<file path="config.mk">
export PLATFORM = sky130hd
export DESIGN_NAME = exp_golomb_stream_decoder_unit
export DESIGN_NICKNAME = d
export VERILOG_FILES = /design/src/rtl/core/egd_pkg.sv /design/src/rtl/core/exp_golomb_stream_decoder_unit.sv /design/src/rtl/core/egd_front.sv /design/src/rtl/core/egd_back.sv
export SDC_FILE = /design/constraint.sdc
export NUM_CORES = 1
export LEC_CHECK = 0
export BUFFER_PORTS_ARGS = -buffer_cell sky130_fd_sc_hd__buf_4
export CAP_MARGIN = 20
export CELL_PAD_IN_SITES_DETAIL_PLACEMENT = 0
export CELL_PAD_IN_SITES_GLOBAL_PLACEMENT = 2
export CORE_UTILIZATION = 37
export DETAILED_ROUTE_END_ITERATION = 10
export PLACE_DENSITY = 0.78
export SYNTH_ARGS = -nofsm -noshare
export SYNTH_HDL_FRONTEND = slang
export SYNTH_SLANG_ARGS = --single-unit
</file>
<file path="constraint.sdc">
create_clock -name clk_i -period 8.2 [get_ports clk_i]
set_input_delay 1.23 -clock clk_i [delete_from_list [all_inputs] [get_ports clk_i]]
set_output_delay 1.23 -clock clk_i [all_outputs]
set_load 0.005 [all_outputs]
</file>
<file path="src/rtl/core/egd_pkg.sv">
package egd_pkg;

  localparam int unsigned BYTE_W = 8;
  localparam int unsigned PART_W = 32;
  localparam int unsigned CODE_W = 33;
  localparam int unsigned CNT_W  = 6;

  // code_kind register values; the unused code decodes as unsigned
  localparam logic [1:0] KIND_UE    = 2'd0;
  localparam logic [1:0] KIND_SE    = 2'd1;
  localparam logic [1:0] KIND_FIXED = 2'd2;

  // register index, taken from paddr[2]
  localparam logic REG_CODE_KIND   = 1'b0;
  localparam logic REG_FIXED_WIDTH = 1'b1;

  localparam logic [CNT_W-1:0] FIXED_WIDTH_RST = 6'd8;
  localparam logic [CNT_W-1:0] FIXED_WIDTH_MAX = 6'd32;

  typedef struct packed {
    logic [BYTE_W-1:0] data;
    logic              restart;
  } item_t;

  typedef struct packed {
    logic [1:0]       kind;
    logic [CNT_W-1:0] width;
  } dec_cfg_t;

  typedef struct packed {
    logic signed [CODE_W-1:0] value;
    logic                     err;
    logic                     last;
  } result_t;

endpackage

</file>
<file path="src/rtl/core/exp_golomb_stream_decoder_unit.sv">
// Exp-Golomb / fixed-width bitstream decoder.
// Slave stream: one beat carries one stream byte (tdata), decoded MSB first;
//   tuser set discards any partially collected code before this byte.
// Master stream: one beat per decoded code. tdata holds the 33-bit value
//   (two's complement for the signed kind), tuser flags a leading-zero
//   overflow (value 0), tlast marks the final code produced by a byte.
//   A byte that completes no code produces no beat.
// APB port: code_kind at 0x0, fixed_width at 0x4; pready is tied high.
//   Any write clears the partial code. Write only while the block is idle.
// Throughput: one cycle per bit in the bit-serial back end unless a master
//   stall holds it; a two-beat input queue keeps the slave side accepting
//   meanwhile. Output path: each code is held until it is known whether
//   another one follows in the byte, then moves to the output register
//   once the next code or its byte's final bit is decoded.
// Reset: code_kind unsigned, fixed_width 8, no partial code, queues empty.
// Master stall: the output register and the held code hold; the decoder
//   pauses on the next bit that needs to move a code, and the input queue
//   fills, then deasserts s_axis_tready.
module exp_golomb_stream_decoder_unit #(
  parameter int unsigned MAX_LEADING_ZEROS = 31
) (
  input  logic        clk_i,
  input  logic        rst_ni,
  // slave stream
  input  logic        s_axis_tvalid,
  output logic        s_axis_tready,
  input  logic [7:0]  s_axis_tdata,   // [7:0] stream_byte
  input  logic        s_axis_tuser,   // [0] restart
  // master stream
  output logic        m_axis_tvalid,
  input  logic        m_axis_tready,
  output logic [39:0] m_axis_tdata,   // [32:0] code_value, [39:33] zero
  output logic        m_axis_tuser,   // [0] code_error
  output logic        m_axis_tlast,   // last_of_byte
  // configuration
  input  logic        psel,
  input  logic        penable,
  input  logic        pwrite,
  input  logic [2:0]  paddr,
  input  logic [31:0] pwdata,
  output logic [31:0] prdata,
  output logic        pready
);
  import egd_pkg::*;

  logic             cfg_wr;
  logic             reg_idx;
  logic [1:0]       kind_q;
  logic [CNT_W-1:0] width_q;
  dec_cfg_t         cfg;

  item_t   in_item, q_item;
  logic    q_valid, q_take;
  logic    res_valid;
  result_t res;

  // register file
  assign pready  = 1'b1;
  assign reg_idx = paddr[2];
  assign cfg_wr  = psel && penable && pwrite && pready;

  always_ff @(posedge clk_i or negedge rst_ni) begin
    if (!rst_ni) begin
      kind_q  <= KIND_UE;
      width_q <= FIXED_WIDTH_RST;
    end else if (cfg_wr) begin
      case (reg_idx)
        REG_CODE_KIND:   kind_q  <= pwdata[1:0];
        REG_FIXED_WIDTH: width_q <= pwdata[CNT_W-1:0];
        default:         kind_q  <= kind_q;
      endcase
    end
  end

  always_comb begin
    case (reg_idx)
      REG_CODE_KIND:   prdata = {30'd0, kind_q};
      REG_FIXED_WIDTH: prdata = {26'd0, width_q};
      default:         prdata = '0;
    endcase
  end

  assign cfg.kind  = kind_q;
  assign cfg.width = width_q;

  // front: input queue
  assign in_item.data    = s_axis_tdata;
  assign in_item.restart = s_axis_tuser;

  egd_front u_front (
    .clk_i     (clk_i),
    .rst_ni    (rst_ni),
    .s_valid_i (s_axis_tvalid),
    .s_item_i  (in_item),
    .s_ready_o (s_axis_tready),
    .q_valid_o (q_valid),
    .q_item_o  (q_item),
    .q_take_i  (q_take)
  );

  // back: bit-serial decoder with output register
  egd_back #(
    .MAX_LEADING_ZEROS (MAX_LEADING_ZEROS)
  ) u_back (
    .clk_i        (clk_i),
    .rst_ni       (rst_ni),
    .cfg_i        (cfg),
    .clear_i      (cfg_wr),
    .item_valid_i (q_valid),
    .item_i       (q_item),
    .item_take_o  (q_take),
    .res_valid_o  (res_valid),
    .res_o        (res),
    .res_ready_i  (m_axis_tready)
  );

  assign m_axis_tvalid = res_valid;
  assign m_axis_tdata  = {7'd0, res.value};
  assign m_axis_tuser  = res.err;
  assign m_axis_tlast  = res.last;

endmodule

</file>
<file path="src/rtl/core/egd_front.sv">
module egd_front (
  input  logic          clk_i,
  input  logic          rst_ni,
  input  logic          s_valid_i,
  input  egd_pkg::item_t s_item_i,
  output logic          s_ready_o,
  output logic          q_valid_o,
  output egd_pkg::item_t q_item_o,
  input  logic          q_take_i
);
  import egd_pkg::*;

  // two-entry queue between stream input and bit-serial decoder
  item_t      slot_q [2];
  logic       wr_ptr_q, rd_ptr_q;
  logic [1:0] count_q;
  logic       push, pop;

  assign s_ready_o = (count_q != 2'd2);
  assign q_valid_o = (count_q != 2'd0);
  assign q_item_o  = slot_q[rd_ptr_q];
  assign push      = s_valid_i && s_ready_o;
  assign pop       = q_take_i && q_valid_o;

  always_ff @(posedge clk_i or negedge rst_ni) begin
    if (!rst_ni) begin
      wr_ptr_q <= 1'b0;
      rd_ptr_q <= 1'b0;
      count_q  <= 2'd0;
    end else begin
      if (push) wr_ptr_q <= ~wr_ptr_q;
      if (pop)  rd_ptr_q <= ~rd_ptr_q;
      case ({push, pop})
        2'b10:   count_q <= count_q + 2'd1;
        2'b01:   count_q <= count_q - 2'd1;
        default: count_q <= count_q;
      endcase
    end
  end

  always_ff @(posedge clk_i) begin
    if (push) slot_q[wr_ptr_q] <= s_item_i;
  end

endmodule

</file>
<file path="src/rtl/core/egd_back.sv">
module egd_back #(
  parameter int unsigned MAX_LEADING_ZEROS = 31
) (
  input  logic             clk_i,
  input  logic             rst_ni,
  input  egd_pkg::dec_cfg_t cfg_i,
  input  logic             clear_i,
  input  logic             item_valid_i,
  input  egd_pkg::item_t   item_i,
  output logic             item_take_o,
  output logic             res_valid_o,
  output egd_pkg::result_t res_o,
  input  logic             res_ready_i
);
  import egd_pkg::*;

  localparam logic [CNT_W-1:0] ZR_LIMIT = CNT_W'(MAX_LEADING_ZEROS);

  // byte being shifted out, MSB first
  logic              busy_q;
  logic [BYTE_W-1:0] byte_q;
  logic              restart_q;
  logic [2:0]        bit_idx_q;

  // code state
  logic              reading_q, reading_d;
  logic [CNT_W-1:0]  zrun_q, zrun_d;
  logic [CNT_W-1:0]  btr_q, btr_d;
  logic [PART_W-1:0] part_q, part_d;

  // one result held back until we know whether it ends the byte
  logic              pend_valid_q, pend_last_q, pend_err_q;
  logic [CODE_W-1:0] pend_val_q;

  logic              out_valid_q;
  result_t           out_q;

  logic              first_bit, final_bit, drop, b;
  logic              c_reading;
  logic [CNT_W-1:0]  c_zrun, c_btr, btr_dec, zr_inc, eff_w;
  logic [PART_W-1:0] c_part, shifted;
  logic [CODE_W-1:0] val_fix, val_ue, val_se_pos, val_se_neg, fin_val;
  logic              emit, emit_err;
  logic [CODE_W-1:0] emit_val;
  logic              out_space, step, push, push_last;

  assign first_bit = (bit_idx_q == 3'd7);
  assign final_bit = (bit_idx_q == 3'd0);
  assign drop      = first_bit && restart_q;
  assign b         = byte_q[bit_idx_q];

  assign c_reading = drop ? 1'b0 : reading_q;
  assign c_zrun    = drop ? '0 : zrun_q;
  assign c_btr     = drop ? '0 : btr_q;
  assign c_part    = drop ? '0 : part_q;

  assign shifted = {c_part[PART_W-2:0], b};
  assign btr_dec = (c_btr != '0) ? c_btr - 6'd1 : '0;
  assign zr_inc  = c_zrun + 6'd1;

  always_comb begin
    if (cfg_i.width == '0)                 eff_w = 6'd1;
    else if (cfg_i.width > FIXED_WIDTH_MAX) eff_w = FIXED_WIDTH_MAX;
    else                                    eff_w = cfg_i.width;
  end

  // value of a completed code
  assign val_fix    = {1'b0, shifted};
  assign val_ue     = {1'b0, shifted} - 33'd1;
  assign val_se_pos = {2'b00, shifted[PART_W-1:1]};
  assign val_se_neg = 33'd0 - val_se_pos;

  always_comb begin
    if (cfg_i.kind == KIND_FIXED)  fin_val = val_fix;
    else if (shifted == '0)        fin_val = '0;
    else if (cfg_i.kind == KIND_SE) fin_val = shifted[0] ? val_se_neg : val_se_pos;
    else                           fin_val = val_ue;
  end

  // one bit of decode
  always_comb begin
    reading_d = c_reading;
    zrun_d    = c_zrun;
    btr_d     = c_btr;
    part_d    = c_part;
    emit      = 1'b0;
    emit_err  = 1'b0;
    emit_val  = '0;
    if (!c_reading) begin
      if (cfg_i.kind == KIND_FIXED) begin
        if (eff_w == 6'd1) begin
          emit      = 1'b1;
          emit_val  = {{(CODE_W-1){1'b0}}, b};
          part_d    = '0;
        end else begin
          part_d    = {{(PART_W-1){1'b0}}, b};
          btr_d     = eff_w - 6'd1;
          reading_d = 1'b1;
        end
      end else if (!b) begin
        if (zr_inc > ZR_LIMIT) begin
          emit     = 1'b1;
          emit_err = 1'b1;
          zrun_d   = '0;
          btr_d    = '0;
          part_d   = '0;
        end else begin
          zrun_d = zr_inc;
        end
      end else if (c_zrun == '0) begin
        // lone one: zero in both Exp-Golomb kinds, no sign bit
        emit   = 1'b1;
        part_d = '0;
        btr_d  = '0;
      end else begin
        part_d    = {{(PART_W-1){1'b0}}, 1'b1};
        btr_d     = c_zrun;
        reading_d = 1'b1;
      end
    end else begin
      part_d = shifted;
      btr_d  = btr_dec;
      if (btr_dec == '0) begin
        emit      = 1'b1;
        emit_val  = fin_val;
        reading_d = 1'b0;
        zrun_d    = '0;
        btr_d     = '0;
        part_d    = '0;
      end
    end
  end

  // handshake between bit stepping, held result and output register
  assign out_space = !out_valid_q || res_ready_i;
  assign step      = busy_q && (!pend_valid_q || out_space ||
                                (!pend_last_q && !emit && !final_bit));
  assign push      = pend_valid_q && out_space &&
                     (pend_last_q || (busy_q && (emit || final_bit)));
  assign push_last = pend_last_q || (final_bit && !emit);
  assign item_take_o = item_valid_i && (!busy_q || (step && final_bit));

  always_ff @(posedge clk_i or negedge rst_ni) begin
    if (!rst_ni) begin
      busy_q       <= 1'b0;
      bit_idx_q    <= 3'd7;
      reading_q    <= 1'b0;
      zrun_q       <= '0;
      btr_q        <= '0;
      part_q       <= '0;
      pend_valid_q <= 1'b0;
      pend_last_q  <= 1'b0;
      out_valid_q  <= 1'b0;
    end else begin
      if (item_take_o) begin
        busy_q    <= 1'b1;
        bit_idx_q <= 3'd7;
      end else if (step) begin
        bit_idx_q <= bit_idx_q - 3'd1;
        if (final_bit) busy_q <= 1'b0;
      end

      if (clear_i) begin
        reading_q <= 1'b0;
        zrun_q    <= '0;
        btr_q     <= '0;
        part_q    <= '0;
      end else if (step) begin
        reading_q <= reading_d;
        zrun_q    <= zrun_d;
        btr_q     <= btr_d;
        part_q    <= part_d;
      end

      if (step && emit) begin
        pend_valid_q <= 1'b1;
        pend_last_q  <= final_bit;
      end else if (push) begin
        pend_valid_q <= 1'b0;
      end

      if (push)             out_valid_q <= 1'b1;
      else if (res_ready_i) out_valid_q <= 1'b0;
    end
  end

  always_ff @(posedge clk_i) begin
    if (item_take_o) begin
      byte_q    <= item_i.data;
      restart_q <= item_i.restart;
    end
    if (step && emit) begin
      pend_val_q <= emit_val;
      pend_err_q <= emit_err;
    end
    if (push) begin
      out_q.value <= $signed(pend_val_q);
      out_q.err   <= pend_err_q;
      out_q.last  <= push_last;
    end
  end

  assign res_valid_o = out_valid_q;
  assign res_o       = out_q;

endmodule

</file>
==> qor.txt <==
Critical path capture point type = flop
Clock transition at path regs = 0.08 ns
Commonest cells in the netlist = 103 x nand2_1, 96 x edfxtp_1, 67 x o21ai_0, 61 x a21oi_1, 60 x nor2_1
Final wirelength = 26.59 mm
Largest net degree at the start of global routing = 64
Layout cell share with drive strength beyond 1 = 0.1648
Die area = 26,110 um2
Root Driver = clkbuf_16
Max Buffers Root-to-Sink = 2
Hold Crit Class = flop to flop
Slowest stage delay, CP = 0.78 ns
Sink Count = 159
Critical Path, Cell by Cell = mux4_2 > mux2_2 > clkinv_2 > ha_1 > o21ai_1 > a21o_1 > o21ai_2 > nor2_2 > o311ai_0 > o21ai_0
Pwr Total = 4.377 mW
CP delay by family, top = compound AO/OA/AOI/OAI gates
Buf/Inv on CP = 1
Crit path max fanout = 45
Total number of vias = 7,573
Detail Placement HPWL = 17.01 mm
Diode count = 0
# hold bufs at CTS = 0
Area leader, netlist = edfxtp_1
Num CTS Buffers = 17
Synth Register Bits = 159
Element type at the critical path start = flop
Synth top area cells = edfxtp_1 31%, dfrtp_1 16%, nand2_1 4.1%, o21ai_0 3.6%, a21oi_1 3.2%
Floorplan row count = 58
# setup viols final = 0
Yosys warns = 0
Ys async rst share = 0.3962
Post-synth top area share = 0.3060
Outcome = completed
Critical path type = flop to flop
P&R area growth vs syn = 11.66%
Met1 WL = 12.14 mm
ANT nets after route = 0
Final Hold Fails = 0
Detailed-route DRC error count = 0
Unrepaired setup endpoints after global routing = false
Max-cap check violation count = 0
Worst flop-to-flop path startpoint = u_back.bit_idx_q[0]$_DFFE_PN1P_
Post-cts resize count = 0
Total negative slack = 0 ns
Setup repair bufs after CTS = 0
Worst Skew = 0.01471 ns
Post-synth top flop = edfxtp_1
Port bufs = 65
Count leader, synth = nand2_1
# IOs = 128
Avg Inst Size Synth = 9.743 um2
Lkg Pwr = 4.008 nW
FF-to-FF End = u_back.pend_val_q[15]$_SDFFCE_PN0P_
Top Metal Used = met4
Worst path slowest cell = clkinv_2
Met3 WL = 973 um
Mapped Area = 9422 um2
Starting density of the core = 0.3752
First-pass GRT wire length = 41.80 mm
DR vias/cell = 5.741
Hold Path Depth = 0
PwrDens = 416.0 nW/um2
H-tree levels = 4
Critical Path AT = 5.45 ns
Via count of the first global-routing pass = 7,224
Synth Instances = 967
Register area share after synthesis = 0.4738
Period utilization = 0.6369
Post-synth cell types = 86
TritonCTS clock tree = yes
Min-Delay Endpoint = u_back.res_o[29]$_DFFE_PP_
Peak supply drop = 0.0001857 V
HP Start = u_back.pend_val_q[27]$_SDFFCE_PN0P_
DRT Pass-1 Iters = 5
Initial antenna violation count = 0
Reg2Reg Setup Slack = 2.98 ns
Req. time, crit path = 8.43 ns
Reg2reg path depth = 10
NumNets Final = 1,038
Worst-skew pair later-pin latency = 0.44 ns
Die X = 161.6 um
Metal2 WL = 13.05 mm
Routability cong. = 0.8466
Wirelength per Cell = 20.16 um
Slew Viols, Final = 0
Starting DRT DRC Count = 539
Fmax = 0.1915 GHz
Tmin final = 5.222 ns
Tot GR Track Use = 0.2072
Slew @ Worst Pin = 1.004 ns
EDFF count, synth = 96
Grt total ovfl = 0
Core Region = 25,110 um2
Die Span Y = 161.6 um
Slew margin rel. = 0.3289
==> sequential cells by signal, indices dropped and copies added (netlist names), 6 cells and up <==
signal             flops
u_back.res_o          35
u_back.pend_val_q     33
u_back.part_q         31
u_front.slot_q        18
u_back.byte_q          8
u_back.btr_q           6
u_back.zrun_q          6
width_q                6
==> cells by family (layout without fill, tap and decap cells) <==
family	after synthesis	count (layout)	synth area share
simple gates	314	314	0.1687
compound gates	297	297	0.2147
flops	159	159	0.4738
buf+inv	134	124	0.07238
xor+xnor	25	25	0.02324
mux	24	24	0.03068
fa+ha+maj	12	12	0.01567
other cells	2	34	0.0007971
==> where the power goes <==
part / switching [mW] / leakage [nW] / internal, mW
Sequential: 0.176 / 1.70 / 1.21
Clock: 0.396 / 0.291 / 0.411
Combinational: 1.41 / 2.02 / 0.777
==> worst reg2reg max path, stage by stage (launching register included) <==
cell and delay (ns):
dfstp_2 0.59, mux4_2 0.23, mux2_2 0.65, clkinv_2 0.79
ha_1 0.63, o21ai_1 0.33, a21o_1 0.32, o21ai_2 0.24
nor2_2 0.76, o311ai_0 0.29, o21ai_0 0.19
==> cells in the final DEF (no fill, tap or decap), types with 7 or more instances in the layout <==
master	n
a31oi_1	20
ha_1	11
xor2_1	13
o221ai_1	8
nor3_1	21
or4_1	8
nor2_1	59
o21ai_0	67
a32oi_1	7
o211ai_1	15
or3_1	8
a211oi_1	8
nand4_1	8
conb_1	34
clkbuf_16	17
xnor2_1	12
and3_1	9
buf_4	76
a21oi_1	61
a22o_1	33
and2_1	7
dfrtp_1	59
o31ai_1	10
nor4_1	15
nand2_1	103
inv_1	15
nand3_1	31
mux2_2	17
edfxtp_1	96
==> worst max path at each step <==
stage	cells after the start	startpoint	to	slack [ns]
detailed placement	10	u_back.bit_idx_q[0]$_DFFE_PN1P_	u_back.pend_val_q[15]$_SDFFCE_PN0P_	3.02
finish	10	u_back.bit_idx_q[0]$_DFFE_PN1P_	u_back.pend_val_q[15]$_SDFFCE_PN0P_	2.98
global route	10	u_back.bit_idx_q[0]$_DFFE_PN1P_	u_back.pend_val_q[15]$_SDFFCE_PN0P_	2.67
floorplan	13	u_back.bit_idx_q[0]$_DFFE_PN1P_	u_back.res_o[0]$_DFFE_PP_	2.41
global placement	10	u_back.bit_idx_q[0]$_DFFE_PN1P_	u_back.pend_val_q[15]$_SDFFCE_PN0P_	3.00
CTS	10	u_back.bit_idx_q[0]$_DFFE_PN1P_	u_back.pend_val_q[15]$_SDFFCE_PN0P_	2.99
==> stage by stage <==
step | area (um2) | setup slack [ns] | utilization | hold WS [ns] | std cells
after detailed placement | 9928 | 3.017 | 0.3954 | 0.4052 | 1287
after global placement | 9928 | 2.999 | 0.3954 | 0.4001 | 1287
after global routing | 10520 | 2.674 | 0.4190 | 0.4238 | 1319
final | 10520 | 2.978 | 0.4190 | 0.4144 | 1319
after CTS | 10520 | 2.987 | 0.4190 | 0.4196 | 1319
after floorplan | 9542 | 2.411 | - | 0.4003 | 999
==> cell type report <==
| class | count | area, um2 |
|---|---|---|
| Inverter | 16 | 61.31 |
| Clock inverter | 15 | 166.4 |
| Timing Repair Buffer | 76 | 570.5 |
| Sequential cell | 159 | 4464 |
| Multi-Input combinational cell | 706 | 4419 |
| Clock buffer | 17 | 425.4 |
| Tap cell | 330 | 412.9 |
| Fill cell | 2556 | 14590 |
==> per-layer routing <==
metal  track usage  vias to the layer above
li1              -                     3603
met1        0.2800                     3732
met2        0.3454                      213
met3       0.02928                       25
met4       0.05832                        0
met5             0                        -
Power figures use the tool's default switching activity.
